**src/sv/epoch_seconds_to_calendar_macros.svh**
```systemverilog
// Assertion macros for the epoch seconds to calendar block.
// Used by the top level; expects i_clk and i_rst_n in scope.
`ifndef EPOCH_SECONDS_TO_CALENDAR_MACROS_SVH
`define EPOCH_SECONDS_TO_CALENDAR_MACROS_SVH

// Same-cycle implication, checked out of reset.
`define ESC_ASSERT_SAME(lbl, ante, cons, msg) \
    lbl: assert property (@(posedge i_clk) disable iff (!i_rst_n) (ante) |-> (cons)) \
        else $error(msg);

// Next-cycle implication, checked out of reset.
`define ESC_ASSERT_NEXT(lbl, ante, cons, msg) \
    lbl: assert property (@(posedge i_clk) disable iff (!i_rst_n) (ante) |=> (cons)) \
        else $error(msg);

`endif

```
**src/sv/esc_pkg.sv**
```systemverilog
// Shared types and constants for the epoch seconds to calendar block.
// No dependencies; imported by every module of the block.
`timescale 1ns / 1ps

package esc_pkg;

    localparam int TIME_W = 32;
    localparam int ZONE_W = 14;

    localparam logic signed [ZONE_W-1:0] OFFSET_LIMIT = 14'sd780;

    // Reciprocals for constant division: floor(2^k / divisor)
    localparam logic [22:0] DAY_RECIP  = 23'd6362914;   // 2^32 / 675
    localparam logic [12:0] HOUR_RECIP = 13'd4660;      // 2^24 / 3600
    localparam logic [17:0] WEEK_RECIP = 18'd149796;    // 2^20 / 7
    localparam logic [15:0] QUAD_RECIP = 16'd45933;     // 2^26 / 1461
    localparam logic [12:0] MIN_RECIP  = 13'd4369;      // 2^18 / 60

    localparam logic [9:0]  DAY_DIV   = 10'd675;        // 86400 / 128
    localparam logic [11:0] HOUR_DIV  = 12'd3600;
    localparam logic [2:0]  WEEK_DIV  = 3'd7;
    localparam logic [10:0] QUAD_DIV  = 11'd1461;
    localparam logic [5:0]  MIN_DIV   = 6'd60;
    localparam logic [15:0] EPOCH_TO_1968 = 16'd731;
    localparam logic [15:0] THURSDAY_ADJ  = 16'd4;
    localparam logic [7:0]  BASE_YEAR     = 8'd68;

    typedef struct packed {
        logic [31:0] epoch_seconds;
        logic        want_local;
    } t_esc_in;

    typedef struct packed {
        logic [5:0] second;
        logic [5:0] minute;
        logic [4:0] hour;
        logic [4:0] day_of_month;
        logic [3:0] month_index;
        logic [7:0] years_since_1900;
        logic [2:0] weekday;
        logic [8:0] day_of_year;
    } t_esc_out;

    typedef struct packed {
        logic full;
        logic empty;
    } t_q_stat;

    typedef enum logic [3:0] {
        B_IDLE,
        B_DAYMUL,
        B_DAYREM,
        B_DAYFIX,
        B_SPLITMUL,
        B_SPLITREM,
        B_SPLITFIX,
        B_MINMUL,
        B_MINREM,
        B_FIN
    } t_back_state;

    // First day of a month within the year, leap years shifted after February
    function automatic logic [8:0] month_start(input logic [3:0] m, input logic leap);
        logic [8:0] s;
        case (m)
            4'd0:    s = 9'd0;
            4'd1:    s = 9'd31;
            4'd2:    s = 9'd59;
            4'd3:    s = 9'd90;
            4'd4:    s = 9'd120;
            4'd5:    s = 9'd151;
            4'd6:    s = 9'd181;
            4'd7:    s = 9'd212;
            4'd8:    s = 9'd243;
            4'd9:    s = 9'd273;
            4'd10:   s = 9'd304;
            4'd11:   s = 9'd334;
            default: s = 9'd0;
        endcase
        if (leap && m >= 4'd2) begin
            s = s + 9'd1;
        end
        return s;
    endfunction

endpackage

```
**src/sv/esc_queue.sv**
```systemverilog
// Small register queue between front and back of the calendar converter.
// Depends on esc_pkg for the status struct.
`timescale 1ns / 1ps

module esc_queue #(
    parameter int WIDTH = 32,
    parameter int DEPTH = 2
) (
    input  logic                 i_clk,
    input  logic                 i_rst_n,
    input  logic                 i_push,
    input  logic [WIDTH-1:0]     i_wdata,
    input  logic                 i_pop,
    output logic [WIDTH-1:0]     o_rdata,
    output esc_pkg::t_q_stat     o_stat
);
    import esc_pkg::*;

    localparam int AW = (DEPTH > 1) ? $clog2(DEPTH) : 1;
    localparam int CW = $clog2(DEPTH + 1);

    logic [WIDTH-1:0] r_mem [DEPTH];
    logic [AW-1:0]    r_wp;
    logic [AW-1:0]    r_rp;
    logic [CW-1:0]    r_cnt;
    logic             w_do_push;
    logic             w_do_pop;

    assign o_stat.full  = (r_cnt == CW'(DEPTH));
    assign o_stat.empty = (r_cnt == '0);
    assign w_do_push    = i_push && !o_stat.full;
    assign w_do_pop     = i_pop && !o_stat.empty;
    assign o_rdata      = r_mem[r_rp];

    always_ff @(posedge i_clk) begin
        if (!i_rst_n) begin
            r_wp  <= '0;
            r_rp  <= '0;
            r_cnt <= '0;
        end else begin
            if (w_do_push) begin
                r_wp <= (r_wp == AW'(DEPTH - 1)) ? '0 : r_wp + AW'(1);
            end
            if (w_do_pop) begin
                r_rp <= (r_rp == AW'(DEPTH - 1)) ? '0 : r_rp + AW'(1);
            end
            if (w_do_push && !w_do_pop) begin
                r_cnt <= r_cnt + CW'(1);
            end else if (w_do_pop && !w_do_push) begin
                r_cnt <= r_cnt - CW'(1);
            end
        end
    end

    always_ff @(posedge i_clk) begin
        if (w_do_push) begin
            r_mem[r_wp] <= i_wdata;
        end
    end

endmodule

```
**src/sv/esc_front.sv**
```systemverilog
// Front end: zone register, command handshake and local time adjustment.
// Depends on esc_pkg; feeds the queue with adjusted second counts.
`timescale 1ns / 1ps

module esc_front (
    input  logic                        i_clk,
    input  logic                        i_rst_n,
    input  logic                        i_start,
    input  esc_pkg::t_esc_in            i_in,
    output logic                        o_busy,
    input  logic                        i_cfg_we,
    input  logic signed [esc_pkg::ZONE_W-1:0] i_cfg_wdata,
    input  esc_pkg::t_q_stat            i_stat,
    output logic                        o_push,
    output logic [esc_pkg::TIME_W-1:0]  o_push_data
);
    import esc_pkg::*;

    logic signed [ZONE_W-1:0] r_zone;
    logic                     r_vld;
    logic                     n_vld;
    logic [TIME_W-1:0]        r_t;
    logic                     w_accept;
    logic                     w_zone_ok;
    logic signed [16:0]       w_adj17;
    logic [TIME_W-1:0]        w_adj;
    logic [TIME_W-1:0]        w_t;

    assign o_busy      = r_vld && i_stat.full;
    assign w_accept    = i_start && !o_busy;
    assign o_push      = r_vld;
    assign o_push_data = r_t;

    // Offsets of thirteen hours or more act as zero
    assign w_zone_ok = (r_zone > -OFFSET_LIMIT) && (r_zone < OFFSET_LIMIT);
    assign w_adj17   = 17'(r_zone) * 17'sd60;
    assign w_adj     = (i_in.want_local && w_zone_ok) ?
                       {{(TIME_W - 17){w_adj17[16]}}, w_adj17} : '0;
    assign w_t       = i_in.epoch_seconds + w_adj;

    // Hold the word while the queue is full
    assign n_vld = w_accept || (r_vld && i_stat.full);

    always_ff @(posedge i_clk) begin
        if (!i_rst_n) begin
            r_zone <= '0;
            r_vld  <= 1'b0;
        end else begin
            if (i_cfg_we) begin
                r_zone <= i_cfg_wdata;
            end
            r_vld <= n_vld;
        end
    end

    always_ff @(posedge i_clk) begin
        if (w_accept) begin
            r_t <= w_t;
        end
    end

endmodule

```
**src/sv/esc_back.sv**
```systemverilog
// Back end: sequencer that splits a second count into calendar fields.
// Depends on esc_pkg; divisions by constants use reciprocal multiply and one fix-up.
`timescale 1ns / 1ps

module esc_back (
    input  logic                        i_clk,
    input  logic                        i_rst_n,
    input  esc_pkg::t_q_stat            i_stat,
    input  logic [esc_pkg::TIME_W-1:0]  i_data,
    output logic                        o_pop,
    output logic                        o_idle,
    output logic                        o_valid,
    output esc_pkg::t_esc_out           o_out
);
    import esc_pkg::*;

    t_back_state r_state;
    t_back_state n_state;

    logic [TIME_W-1:0] r_t;
    logic [47:0]       r_pday;
    logic [15:0]       r_days;
    logic [10:0]       r_drem;
    logic [16:0]       r_secs;
    logic [28:0]       r_ph;
    logic [33:0]       r_pw;
    logic [31:0]       r_pq;
    logic [4:0]        r_hour;
    logic [12:0]       r_hrem;
    logic [3:0]        r_wrem;
    logic [2:0]        r_wday;
    logic [5:0]        r_quads;
    logic [11:0]       r_qrem;
    logic [23:0]       r_pm;
    logic [7:0]        r_year;
    logic [8:0]        r_yday;
    logic              r_leap;
    logic [5:0]        r_min;
    logic [6:0]        r_srem;
    logic [3:0]        r_month;
    logic [4:0]        r_mday;
    t_esc_out          r_out;
    logic              r_valid;

    logic              w_emit;
    logic [15:0]       w_dq;
    logic [10:0]       w_drem;
    logic [15:0]       w_days4;
    logic [15:0]       w_days731;
    logic [4:0]        w_hq;
    logic [12:0]       w_hrem;
    logic [13:0]       w_wq;
    logic [3:0]        w_wrem;
    logic [5:0]        w_qq;
    logic [11:0]       w_qrem;
    logic [1:0]        w_yoff;
    logic [8:0]        w_yday;
    logic [5:0]        w_mq;
    logic [6:0]        w_srem;
    logic [3:0]        w_month;
    logic [8:0]        w_mstart;
    logic [4:0]        w_mday;
    t_esc_out          w_out;

    // Next state
    always_comb begin
        n_state = r_state;
        case (r_state)
            B_IDLE:     if (!i_stat.empty) begin
                            n_state = B_DAYMUL;
                        end
            B_DAYMUL:   n_state = B_DAYREM;
            B_DAYREM:   n_state = B_DAYFIX;
            B_DAYFIX:   n_state = B_SPLITMUL;
            B_SPLITMUL: n_state = B_SPLITREM;
            B_SPLITREM: n_state = B_SPLITFIX;
            B_SPLITFIX: n_state = B_MINMUL;
            B_MINMUL:   n_state = B_MINREM;
            B_MINREM:   n_state = B_FIN;
            B_FIN:      n_state = B_IDLE;
            default:    n_state = B_IDLE;
        endcase
    end

    // Sequencer outputs
    always_comb begin
        o_pop  = 1'b0;
        o_idle = 1'b0;
        w_emit = 1'b0;
        case (r_state)
            B_IDLE: begin
                o_pop  = !i_stat.empty;
                o_idle = 1'b1;
            end
            B_FIN:   w_emit = 1'b1;
            default: w_emit = 1'b0;
        endcase
    end

    // Quotient estimates are low by at most one; remainders fit the narrow widths
    assign w_dq      = r_pday[47:32];
    assign w_drem    = 11'(25'(r_t[31:7]) - 25'(w_dq) * 25'(DAY_DIV));
    assign w_days4   = r_days + THURSDAY_ADJ;
    assign w_days731 = r_days + EPOCH_TO_1968;
    assign w_hq      = r_ph[28:24];
    assign w_hrem    = 13'(r_secs - 17'(w_hq) * 17'(HOUR_DIV));
    assign w_wq      = r_pw[33:20];
    assign w_wrem    = 4'(w_days4 - 16'(w_wq) * 16'(WEEK_DIV));
    assign w_qq      = r_pq[31:26];
    assign w_qrem    = 12'(w_days731 - 16'(w_qq) * 16'(QUAD_DIV));
    assign w_mq      = r_pm[23:18];
    assign w_srem    = 7'(r_hrem[11:0] - 12'(w_mq) * 12'(MIN_DIV));

    // Place the day within a four-year group starting on a leap year
    always_comb begin
        if (r_qrem < 12'd366) begin
            w_yoff = 2'd0;
            w_yday = 9'(r_qrem);
        end else if (r_qrem < 12'd731) begin
            w_yoff = 2'd1;
            w_yday = 9'(r_qrem - 12'd366);
        end else if (r_qrem < 12'd1096) begin
            w_yoff = 2'd2;
            w_yday = 9'(r_qrem - 12'd731);
        end else begin
            w_yoff = 2'd3;
            w_yday = 9'(r_qrem - 12'd1096);
        end
    end

    always_comb begin
        logic [8:0] s;
        s        = '0;
        w_month  = '0;
        w_mstart = '0;
        for (int m = 1; m < 12; m++) begin
            s = month_start(4'(m), r_leap);
            if (r_yday >= s) begin
                w_month  = 4'(m);
                w_mstart = s;
            end
        end
        w_mday = 5'(r_yday - w_mstart + 9'd1);
    end

    always_comb begin
        w_out.second           = (r_srem >= 7'(MIN_DIV)) ? 6'(r_srem - 7'(MIN_DIV))
                                                         : 6'(r_srem);
        w_out.minute           = (r_srem >= 7'(MIN_DIV)) ? r_min + 6'd1 : r_min;
        w_out.hour             = r_hour;
        w_out.day_of_month     = r_mday;
        w_out.month_index      = r_month;
        w_out.years_since_1900 = r_year;
        w_out.weekday          = r_wday;
        w_out.day_of_year      = r_yday;
    end

    always_ff @(posedge i_clk) begin
        if (!i_rst_n) begin
            r_state <= B_IDLE;
            r_valid <= 1'b0;
        end else begin
            r_state <= n_state;
            r_valid <= w_emit;
        end
    end

    always_ff @(posedge i_clk) begin
        case (r_state)
            B_IDLE: begin
                if (o_pop) begin
                    r_t <= i_data;
                end
            end
            B_DAYMUL: begin
                r_pday <= 48'(r_t[31:7]) * 48'(DAY_RECIP);
            end
            B_DAYREM: begin
                r_days <= w_dq;
                r_drem <= w_drem;
            end
            B_DAYFIX: begin
                if (r_drem >= 11'(DAY_DIV)) begin
                    r_days <= r_days + 16'd1;
                    r_secs <= {10'(r_drem - 11'(DAY_DIV)), r_t[6:0]};
                end else begin
                    r_secs <= {10'(r_drem), r_t[6:0]};
                end
            end
            B_SPLITMUL: begin
                r_ph <= 29'(r_secs) * 29'(HOUR_RECIP);
                r_pw <= 34'(w_days4) * 34'(WEEK_RECIP);
                r_pq <= 32'(w_days731) * 32'(QUAD_RECIP);
            end
            B_SPLITREM: begin
                r_hour  <= w_hq;
                r_hrem  <= w_hrem;
                r_wrem  <= w_wrem;
                r_quads <= w_qq;
                r_qrem  <= w_qrem;
            end
            B_SPLITFIX: begin
                if (r_hrem >= 13'(HOUR_DIV)) begin
                    r_hour <= r_hour + 5'd1;
                    r_hrem <= r_hrem - 13'(HOUR_DIV);
                end
                r_wday <= (r_wrem >= 4'(WEEK_DIV)) ? 3'(r_wrem - 4'(WEEK_DIV))
                                                   : 3'(r_wrem);
                if (r_qrem >= 12'(QUAD_DIV)) begin
                    r_quads <= r_quads + 6'd1;
                    r_qrem  <= r_qrem - 12'(QUAD_DIV);
                end
            end
            B_MINMUL: begin
                r_pm   <= 24'(r_hrem[11:0]) * 24'(MIN_RECIP);
                r_yday <= w_yday;
                r_leap <= (w_yoff == 2'd0);
                r_year <= BASE_YEAR + {r_quads, 2'b00} + 8'(w_yoff);
            end
            B_MINREM: begin
                r_min   <= w_mq;
                r_srem  <= w_srem;
                r_month <= w_month;
                r_mday  <= w_mday;
            end
            B_FIN: begin
                r_out <= w_out;
            end
            default: begin
                r_out <= r_out;
            end
        endcase
    end

    assign o_valid = r_valid;
    assign o_out   = r_out;

endmodule

```
**src/sv/epoch_seconds_to_calendar.sv**
```systemverilog
// Converts 32-bit epoch second counts to broken-down calendar time.
// Depends on esc_pkg, esc_front, esc_queue, esc_back and the assertion macro header.
//
// A command word is taken at a clock edge with start high and busy low; busy
// rises only when the front register and the queue behind it are both full.
// The back sequencer pops a word in its idle state and then runs nine steps
// (day multiply, remainder, fix-up; split multiply, remainder, fix-up; minute
// multiply, remainder; finish), popping no new word until it is back in idle.
// Each result sits on o_out for exactly one clock with o_valid high
// and cannot be held off by the receiver. The zone offset is sampled when a
// word is taken, so write it only while no word is in flight.
`timescale 1ns / 1ps

module epoch_seconds_to_calendar #(
    parameter int QUEUE_DEPTH = 2
) (
    input  logic                               i_clk,
    input  logic                               i_rst_n,
    input  logic                               start,
    input  esc_pkg::t_esc_in                   i_in,
    output logic                               busy,
    input  logic                               i_cfg_we,
    input  logic signed [esc_pkg::ZONE_W-1:0]  i_cfg_wdata,
    output logic                               o_valid,
    output esc_pkg::t_esc_out                  o_out
);
    import esc_pkg::*;

    `include "epoch_seconds_to_calendar_macros.svh"

    t_q_stat           q_stat;
    logic              front_push;
    logic [TIME_W-1:0] front_data;
    logic              back_pop;
    logic              back_idle;
    logic [TIME_W-1:0] q_data;
    logic              w_fields_ok;
    logic              w_quiet;

    esc_front u_front (
        .i_clk       (i_clk),
        .i_rst_n     (i_rst_n),
        .i_start     (start),
        .i_in        (i_in),
        .o_busy      (busy),
        .i_cfg_we    (i_cfg_we),
        .i_cfg_wdata (i_cfg_wdata),
        .i_stat      (q_stat),
        .o_push      (front_push),
        .o_push_data (front_data)
    );

    esc_queue #(
        .WIDTH (TIME_W),
        .DEPTH (QUEUE_DEPTH)
    ) u_queue (
        .i_clk   (i_clk),
        .i_rst_n (i_rst_n),
        .i_push  (front_push),
        .i_wdata (front_data),
        .i_pop   (back_pop),
        .o_rdata (q_data),
        .o_stat  (q_stat)
    );

    esc_back u_back (
        .i_clk   (i_clk),
        .i_rst_n (i_rst_n),
        .i_stat  (q_stat),
        .i_data  (q_data),
        .o_pop   (back_pop),
        .o_idle  (back_idle),
        .o_valid (o_valid),
        .o_out   (o_out)
    );

    assign w_fields_ok = (o_out.second < 6'd60) && (o_out.minute < 6'd60) &&
                         (o_out.hour < 5'd24) && (o_out.month_index < 4'd12) &&
                         (o_out.day_of_month != 5'd0) && (o_out.weekday < 3'd7);
    assign w_quiet     = q_stat.empty && !front_push && back_idle;

    `ESC_ASSERT_SAME(a_fields_in_range, o_valid, w_fields_ok, "calendar field out of range")
    `ESC_ASSERT_NEXT(a_strobe_single, o_valid, !o_valid, "result strobes on consecutive cycles")
    `ESC_ASSERT_NEXT(a_no_phantom, w_quiet, !o_valid, "result with no word in flight")

endmodule

```
**config.mk**
```make
export PLATFORM = sky130hd
export DESIGN_NAME = epoch_seconds_to_calendar
export DESIGN_NICKNAME = d
export VERILOG_FILES = /design/src/sv/esc_pkg.sv /design/src/sv/esc_queue.sv /design/src/sv/esc_front.sv /design/src/sv/esc_back.sv /design/src/sv/epoch_seconds_to_calendar.sv
export VERILOG_INCLUDE_DIRS = /design/src /design/src/sv
export SDC_FILE = /design/constraint.sdc
export NUM_CORES = 2
export LEC_CHECK = 0
export ABC_AREA = 1
export BUFFER_PORTS_ARGS = -buffer_cell sky130_fd_sc_hd__buf_4
export CAP_MARGIN = 5
export CORE_ASPECT_RATIO = 1.75
export CORE_UTILIZATION = 30
export CTS_CLUSTER_DIAMETER = 80
export CTS_CLUSTER_SIZE = 12
export DETAILED_ROUTE_END_ITERATION = 10
export GPL_TIMING_DRIVEN = 0
export HOLD_SLACK_MARGIN = 0.15
export PLACE_DENSITY = 0.44
export SYNTH_ARGS = -nofsm -noshare
export SYNTH_HDL_FRONTEND = slang
export SYNTH_SLANG_ARGS = --single-unit
```
**constraint.sdc**
```tcl
create_clock -name i_clk -period 8.12 [get_ports i_clk]
set_input_delay 2.436 -clock i_clk [delete_from_list [all_inputs] [get_ports i_clk]]
set_output_delay 2.436 -clock i_clk [all_outputs]
set_load 0.02 [all_outputs]
```
* Yosys cells after proc, flatten, opt, wreduce, memory -nomap -nowiden
Memory sizes are Yosys's and may differ from the RTL's. A register that Yosys moved wholly into a read port is not among the register bits.
Index checks and enable logic that the tools add are counted.
** Storage, ports and cells
- Word-level logic and storage cells :: 202
- Register bits :: 391
- Bits in latches :: 0
- Memories :: 1
- Bits of input ports :: 51
- Bits in read-only memories :: 0
- Output and inout bits :: 48
- Bits in writable memories :: 64
** Memories
- u_queue.r_mem :: words 2, width 32, rd ports 1, clocked after Yosys merged registers in 1, write ports 1, line esc_queue.sv:22 : logic [WIDTH-1:0] r_mem [DEPTH];
** Cells by class
- Eq/ne operators :: 14
- Div/mod/pow operators :: 0
- Multiply operators :: 11
- Bitwise gates (word level) :: 0
- Shifts and indexed selects :: 0
- Order comparisons :: 21
- Reduce and logical (&&, ||, !) cells :: 26
- Add/sub/neg operators :: 28
- Muxes and demuxes :: 62
** Operator list (count)
- $mul 16x16->32 const B :: 2
- $mux 5 :: 12
- $mul 25x22->47 const B :: 1
- $ge 9x8->1 :: 4
- $pmux 4 s9 :: 1
- $add 32x32->32 :: 1
- $mux 32 :: 1
- $pmux 16 s2 :: 1
- $ge 9x9->1 :: 3
- $mul 17x11->27 const B :: 1
- $mux 9 :: 3
- $pmux 13 s2 :: 1
- $mul 12x13->24 const B :: 1
- $pmux 12 s2 :: 1
- $mux 3 :: 7
- $mux 2 :: 10
- $ge 9x7->1 :: 2
- $mux 6 :: 3
- $mux 17 :: 1
- $add 16x1->16 const B :: 1
- $add 16x10->16 const B :: 1
- $add 16x3->16 const B :: 1
- $eq 4x3->1 const B :: 4
- $mul 16x10->11 const B :: 1
- other kinds (60) :: 98

* Longest topological paths before layout
- Word-level depth :: 14
- Mapped depth :: 39

* By module
From an unflattened synthesis, not the netlist that was laid out.
** Unflattened totals
- Cell total of the unflattened synthesis :: 4761
- Area total of the unflattened synthesis :: 43191.4 µm²
** By module, submodules not included
- esc_back :: area each 35556.6 µm², times used 1, cells each 3976, seq. area each 7367.1 µm²
- esc_front :: area each 4923.5 µm², times used 1, cells each 647, seq. area each 1261.2 µm²
- esc_queue :: area each 2711.4 µm², times used 1, cells each 138, seq. area each 2021.9 µm²

* Least setup slack after synthesis
No wires, ideal clock.
- Path type :: reg-to-reg
- Start :: register u_back.r_days[0]
- End :: register u_back.r_pq[28], data pin
- Library setup time :: 0.252 ns
- Required time :: 7.868 ns
- Setup slack :: 1.713 ns
- Arrival time :: 6.154 ns
- Period minus slack after synthesis :: 6.407 ns
- Cell stages (with the launch flop) :: 36
- Cells stage by stage :: edfxtp_1 buf_2 inv_1 ha_1 inv_1 nand2_1 nand2_2 o21ai_4 nand2_4 nand2_2 nand2_2 inv_2 nand2_1 and2_1 buf_4 inv_1 ha_1 xnor2_1 inv_1 ha_1 fa_1 fa_1 fa_1 inv_1 fa_1 inv_1 ha_1 a21oi_1 o21a_1 o21bai_1 a21oi_1 nand2_1 nand2_1 nand2_1 nand2_1 nand2_1
** Between the ends
- Cells in the longest elaborated chain, start to end :: 2
** RTL lines
- start, declared :: line esc_back.sv:22 : logic [15:0] r_days;
- start signal, assigned :: line esc_back.sv:179 : r_days <= w_dq;
- start signal, assigned :: line esc_back.sv:184 : r_days <= r_days + 16'd1;
- $add 16x10->16 :: line esc_back.sv:104 : assign w_days731 = r_days + EPOCH_TO_1968;
- $mul 16x16->32 :: line esc_back.sv:193 : r_pq <= 32'(w_days731) * 32'(QUAD_RECIP);
- end signal, assigned :: line esc_back.sv:193
- end, declared :: line esc_back.sv:27 : logic [31:0] r_pq;
No other way between the ends.
A chain may end at the register's enable or synchronous reset.

* Final worst setup path
- Start :: register u_back.r_days[0]
- End :: register u_back.r_pq[30], data pin
Same word-level chain as after synthesis.

==> results.json <==
{
  "die_area_um2": 142000,
  "hold_buffers": 0,
  "muxShareOfSynthArea": 0.00128,
  "final_cell_mix": "inv_1 (982), ha_1 (800), nand2_1 (688)",
  "clock_sinks": 362,
  "maxCapViolations": 0,
  "final_max_slew_viol_count": 0,
  "wirelength_mm": 112,
  "synth_fa_ha_area_frac": 0.406,
  "clock_latency_ns": 0.59,
  "wl_per_cell_um": 17.0,
  "post-route-period-util": 0.924,
  "worst_path_max_delay_cell": "fa_1",
  "grt_usage": 0.161,
  "dieHeight_um": 498,
  "yosys_warnings": 0,
  "ios": 99,
  "dr.pass1.iters": 6,
  "slowest_delay_ns": 0.56,
  "fin_skew_ns": 0.0287,
  "core-area_um2": 139000,
  "path_common_cell": "nand2_1",
  "cts-htree-levels": 2,
  "fin_area_um2": 46600,
  "layout_min_cycle_time_ns": 7.50,
  "ys_types": 62,
  "crit_arrival_ns": 7.78,
  "antenna_cells": 0,
  "synth_top_area_cell": "edfxtp_1",
  "fmax_mhz": 133,
  "synthTopCellsByArea": "edfxtp_1 (24%), ha_1 (24%), fa_1 (17%)",
  "rows": 181,
  "syn-mean-instance-area_um2": 9.17,
  "critPathMaxFanout": 8,
  "cts_root_buf": "clkbuf_16",
  "grt_max_degree": 33,
  "status": "finished clean",
  "synth_xor_xnor_area_share": 0.0460,
  "yosys.area.top_type_share": 0.241,
  "synth_edf_count": 338,
  "cts_buffer_depth": 3,
  "hp-class": "reg2reg",
  "synth.net_count": 5796,
  "seq_area_frac_synth": 0.252,
  "cp_top_family": "adder cells",
  "critPathLaunchType": "flip-flop",
  "tightest_slew_ns": 1.19,
  "grt_pass1_vias": 33300,
  "rsz0062_at_grt": "no",
  "synthCells": 4590,
  "critPathKind": "reg2reg",
  "die_w_um": 285,
  "syn-cell-area_um2": 42100,
  "layout-drive-gt1-share": 0.0470,
  "final_hold_viol_count": 0,
  "via_per_inst": 4.62,
  "synth_ff_type": "edfxtp_1",
  "ant_nets": 0,
  "dp_hpwl_mm": 97.9,
  "dpl_cell_area_um2": 45300,
  "drc": 0,
  "globalplace.congestion": 0.958,
  "antenna_found_initial": 1,
  "slew_headroom": 0.201,
  "overflow": 0,
  "end_kind": "flip-flop",
  "synth_compound_area_frac": 0.0796,
  "place.port_buffers": 97,
  "critPathBufInv": 9,
  "setup_viol": 0,
  "area_growth_pct": 10.7,
  "final_common_cell": "inv_1",
  "tritoncts": "built",
  "grt_pass1_wl_mm": 178,
  "synthSimpleGateAreaFrac": 0.122,
  "nNetsFinal": 5947,
  "setup_tns_ns": 0,
  "synth_top_family_by_area": "adder cells",
  "crit_required_ns": 8.39,
  "synth-seq-cells": 362,
  "drtIter0Drc": 962,
  "clkTransAtPathRegs_ns": 0.07,
  "numCtsBuffers": 38,
  "start_util": 0.303,
  "via_count": 30500,
  "synthArstFlopShare": 0
}
==> final timing paths <==
path	cells after the start	end	slack (ns)	startpoint
setup / recovery	33	u_back.r_pq[30]$_DFFE_PP_	0.62	u_back.r_days[0]$_DFFE_PP_
hold / removal	0	u_back.o_out[24]$_DFFE_PP_	0.42	u_back.r_mday[0]$_DFFE_PP_
setup reg to reg	33	u_back.r_pq[30]$_DFFE_PP_	0.62	u_back.r_days[0]$_DFFE_PP_
hold reg to reg	0	u_back.o_out[24]$_DFFE_PP_	0.42	u_back.r_mday[0]$_DFFE_PP_
==> cells in the mapped netlist, types with 39 or more instances <==
master / n
nand2_1: 688
nor2_1: 253
nand4_1: 39
nor3_1: 52
fa_1: 354
nand3_1: 137
xnor2_1: 62
inv_1: 984
o21ai_0: 216
ha_1: 801
a21oi_1: 240
edfxtp_1: 338
xor2_1: 146
==> cells by family (layout without fill, tap and decap cells) <==
family / count (synthesis) / in the layout
xor+xnor: 214 / 214
compound gates: 599 / 599
mux: 5 / 5
flops: 362 / 362
buf+inv: 1028 / 1201
simple gates: 1227 / 1227
fa+ha+maj: 1155 / 1155
==> area by class of cell <==
class | count | area, um2
buffer | 32 | 136
timing repair buffer | 111 | 963
clock buffer | 53 | 1040
tap | 1830 | 2290
clock inverter | 9 | 144
fill | 14600 | 92400
inverter | 996 | 3740
multi-input combinational | 3200 | 27700
sequential | 362 | 10600
==> worst reg2reg max path: cells and delay by family (launching register included) <==
family	cells	cell delay (ns)
XOR/XNOR	1	0.28
AO/OA/AOI/OAI	2	0.41
flip-flops	1	0.55
AND/OR/NAND/NOR	13	1.50
buffers and inverters	9	1.12
adder cells (fa/ha/maj)	8	3.35
==> timing repair <==
action,4_1_cts,5_1_grt
endpoints found under the hold margin,0,0
setup endpoints to repair,4,5
gates resized for setup,3,4
buffers inserted,0,2
==> stage by stage <==
stage	instances	utilization	setup WS [ns]	hold slack, ns
finish	6593	0.335	0.617	0.416
global route	6593	0.335	0.176	0.423
CTS	6590	0.335	0.0263	0.419
detailed placement	6528	0.326	-0.388	0.405
global placement	6517	0.324	-0.374	0.401
floorplan	4590	-	1.71	0.400
==> registers in the layout (all words and copies together), names as in the netlist, 6 cells and up <==
signal               flops
u_back.r_yday            9
u_back.r_t              32
u_back.r_drem           11
u_back.r_pq              6
u_back.r_pm              6
u_back.o_out            46
u_front.o_push_data     32
u_back.r_hrem           13
u_front.r_zone          14
u_back.r_qrem           12
u_back.r_quads           6
u_back.r_pday           16
u_back.r_days           16
u_back.r_min             6
u_queue.r_mem           64
u_back.r_srem            7
u_back.r_secs           17
u_back.r_year            8
==> metal layers <==
metal | wire length (um) | vias to the layer above | GRT usage
met5 | 17 | - | 0
li1 | - | 15300 | -
met4 | 5700 | 2 | 0.0738
met3 | 2060 | 185 | 0.0129
met1 | 37600 | 14600 | 0.143
met2 | 67000 | 372 | 0.348
Power is not shown: default switching activity piles up to over one toggle a cycle in this logic, so the estimate is an artifact.
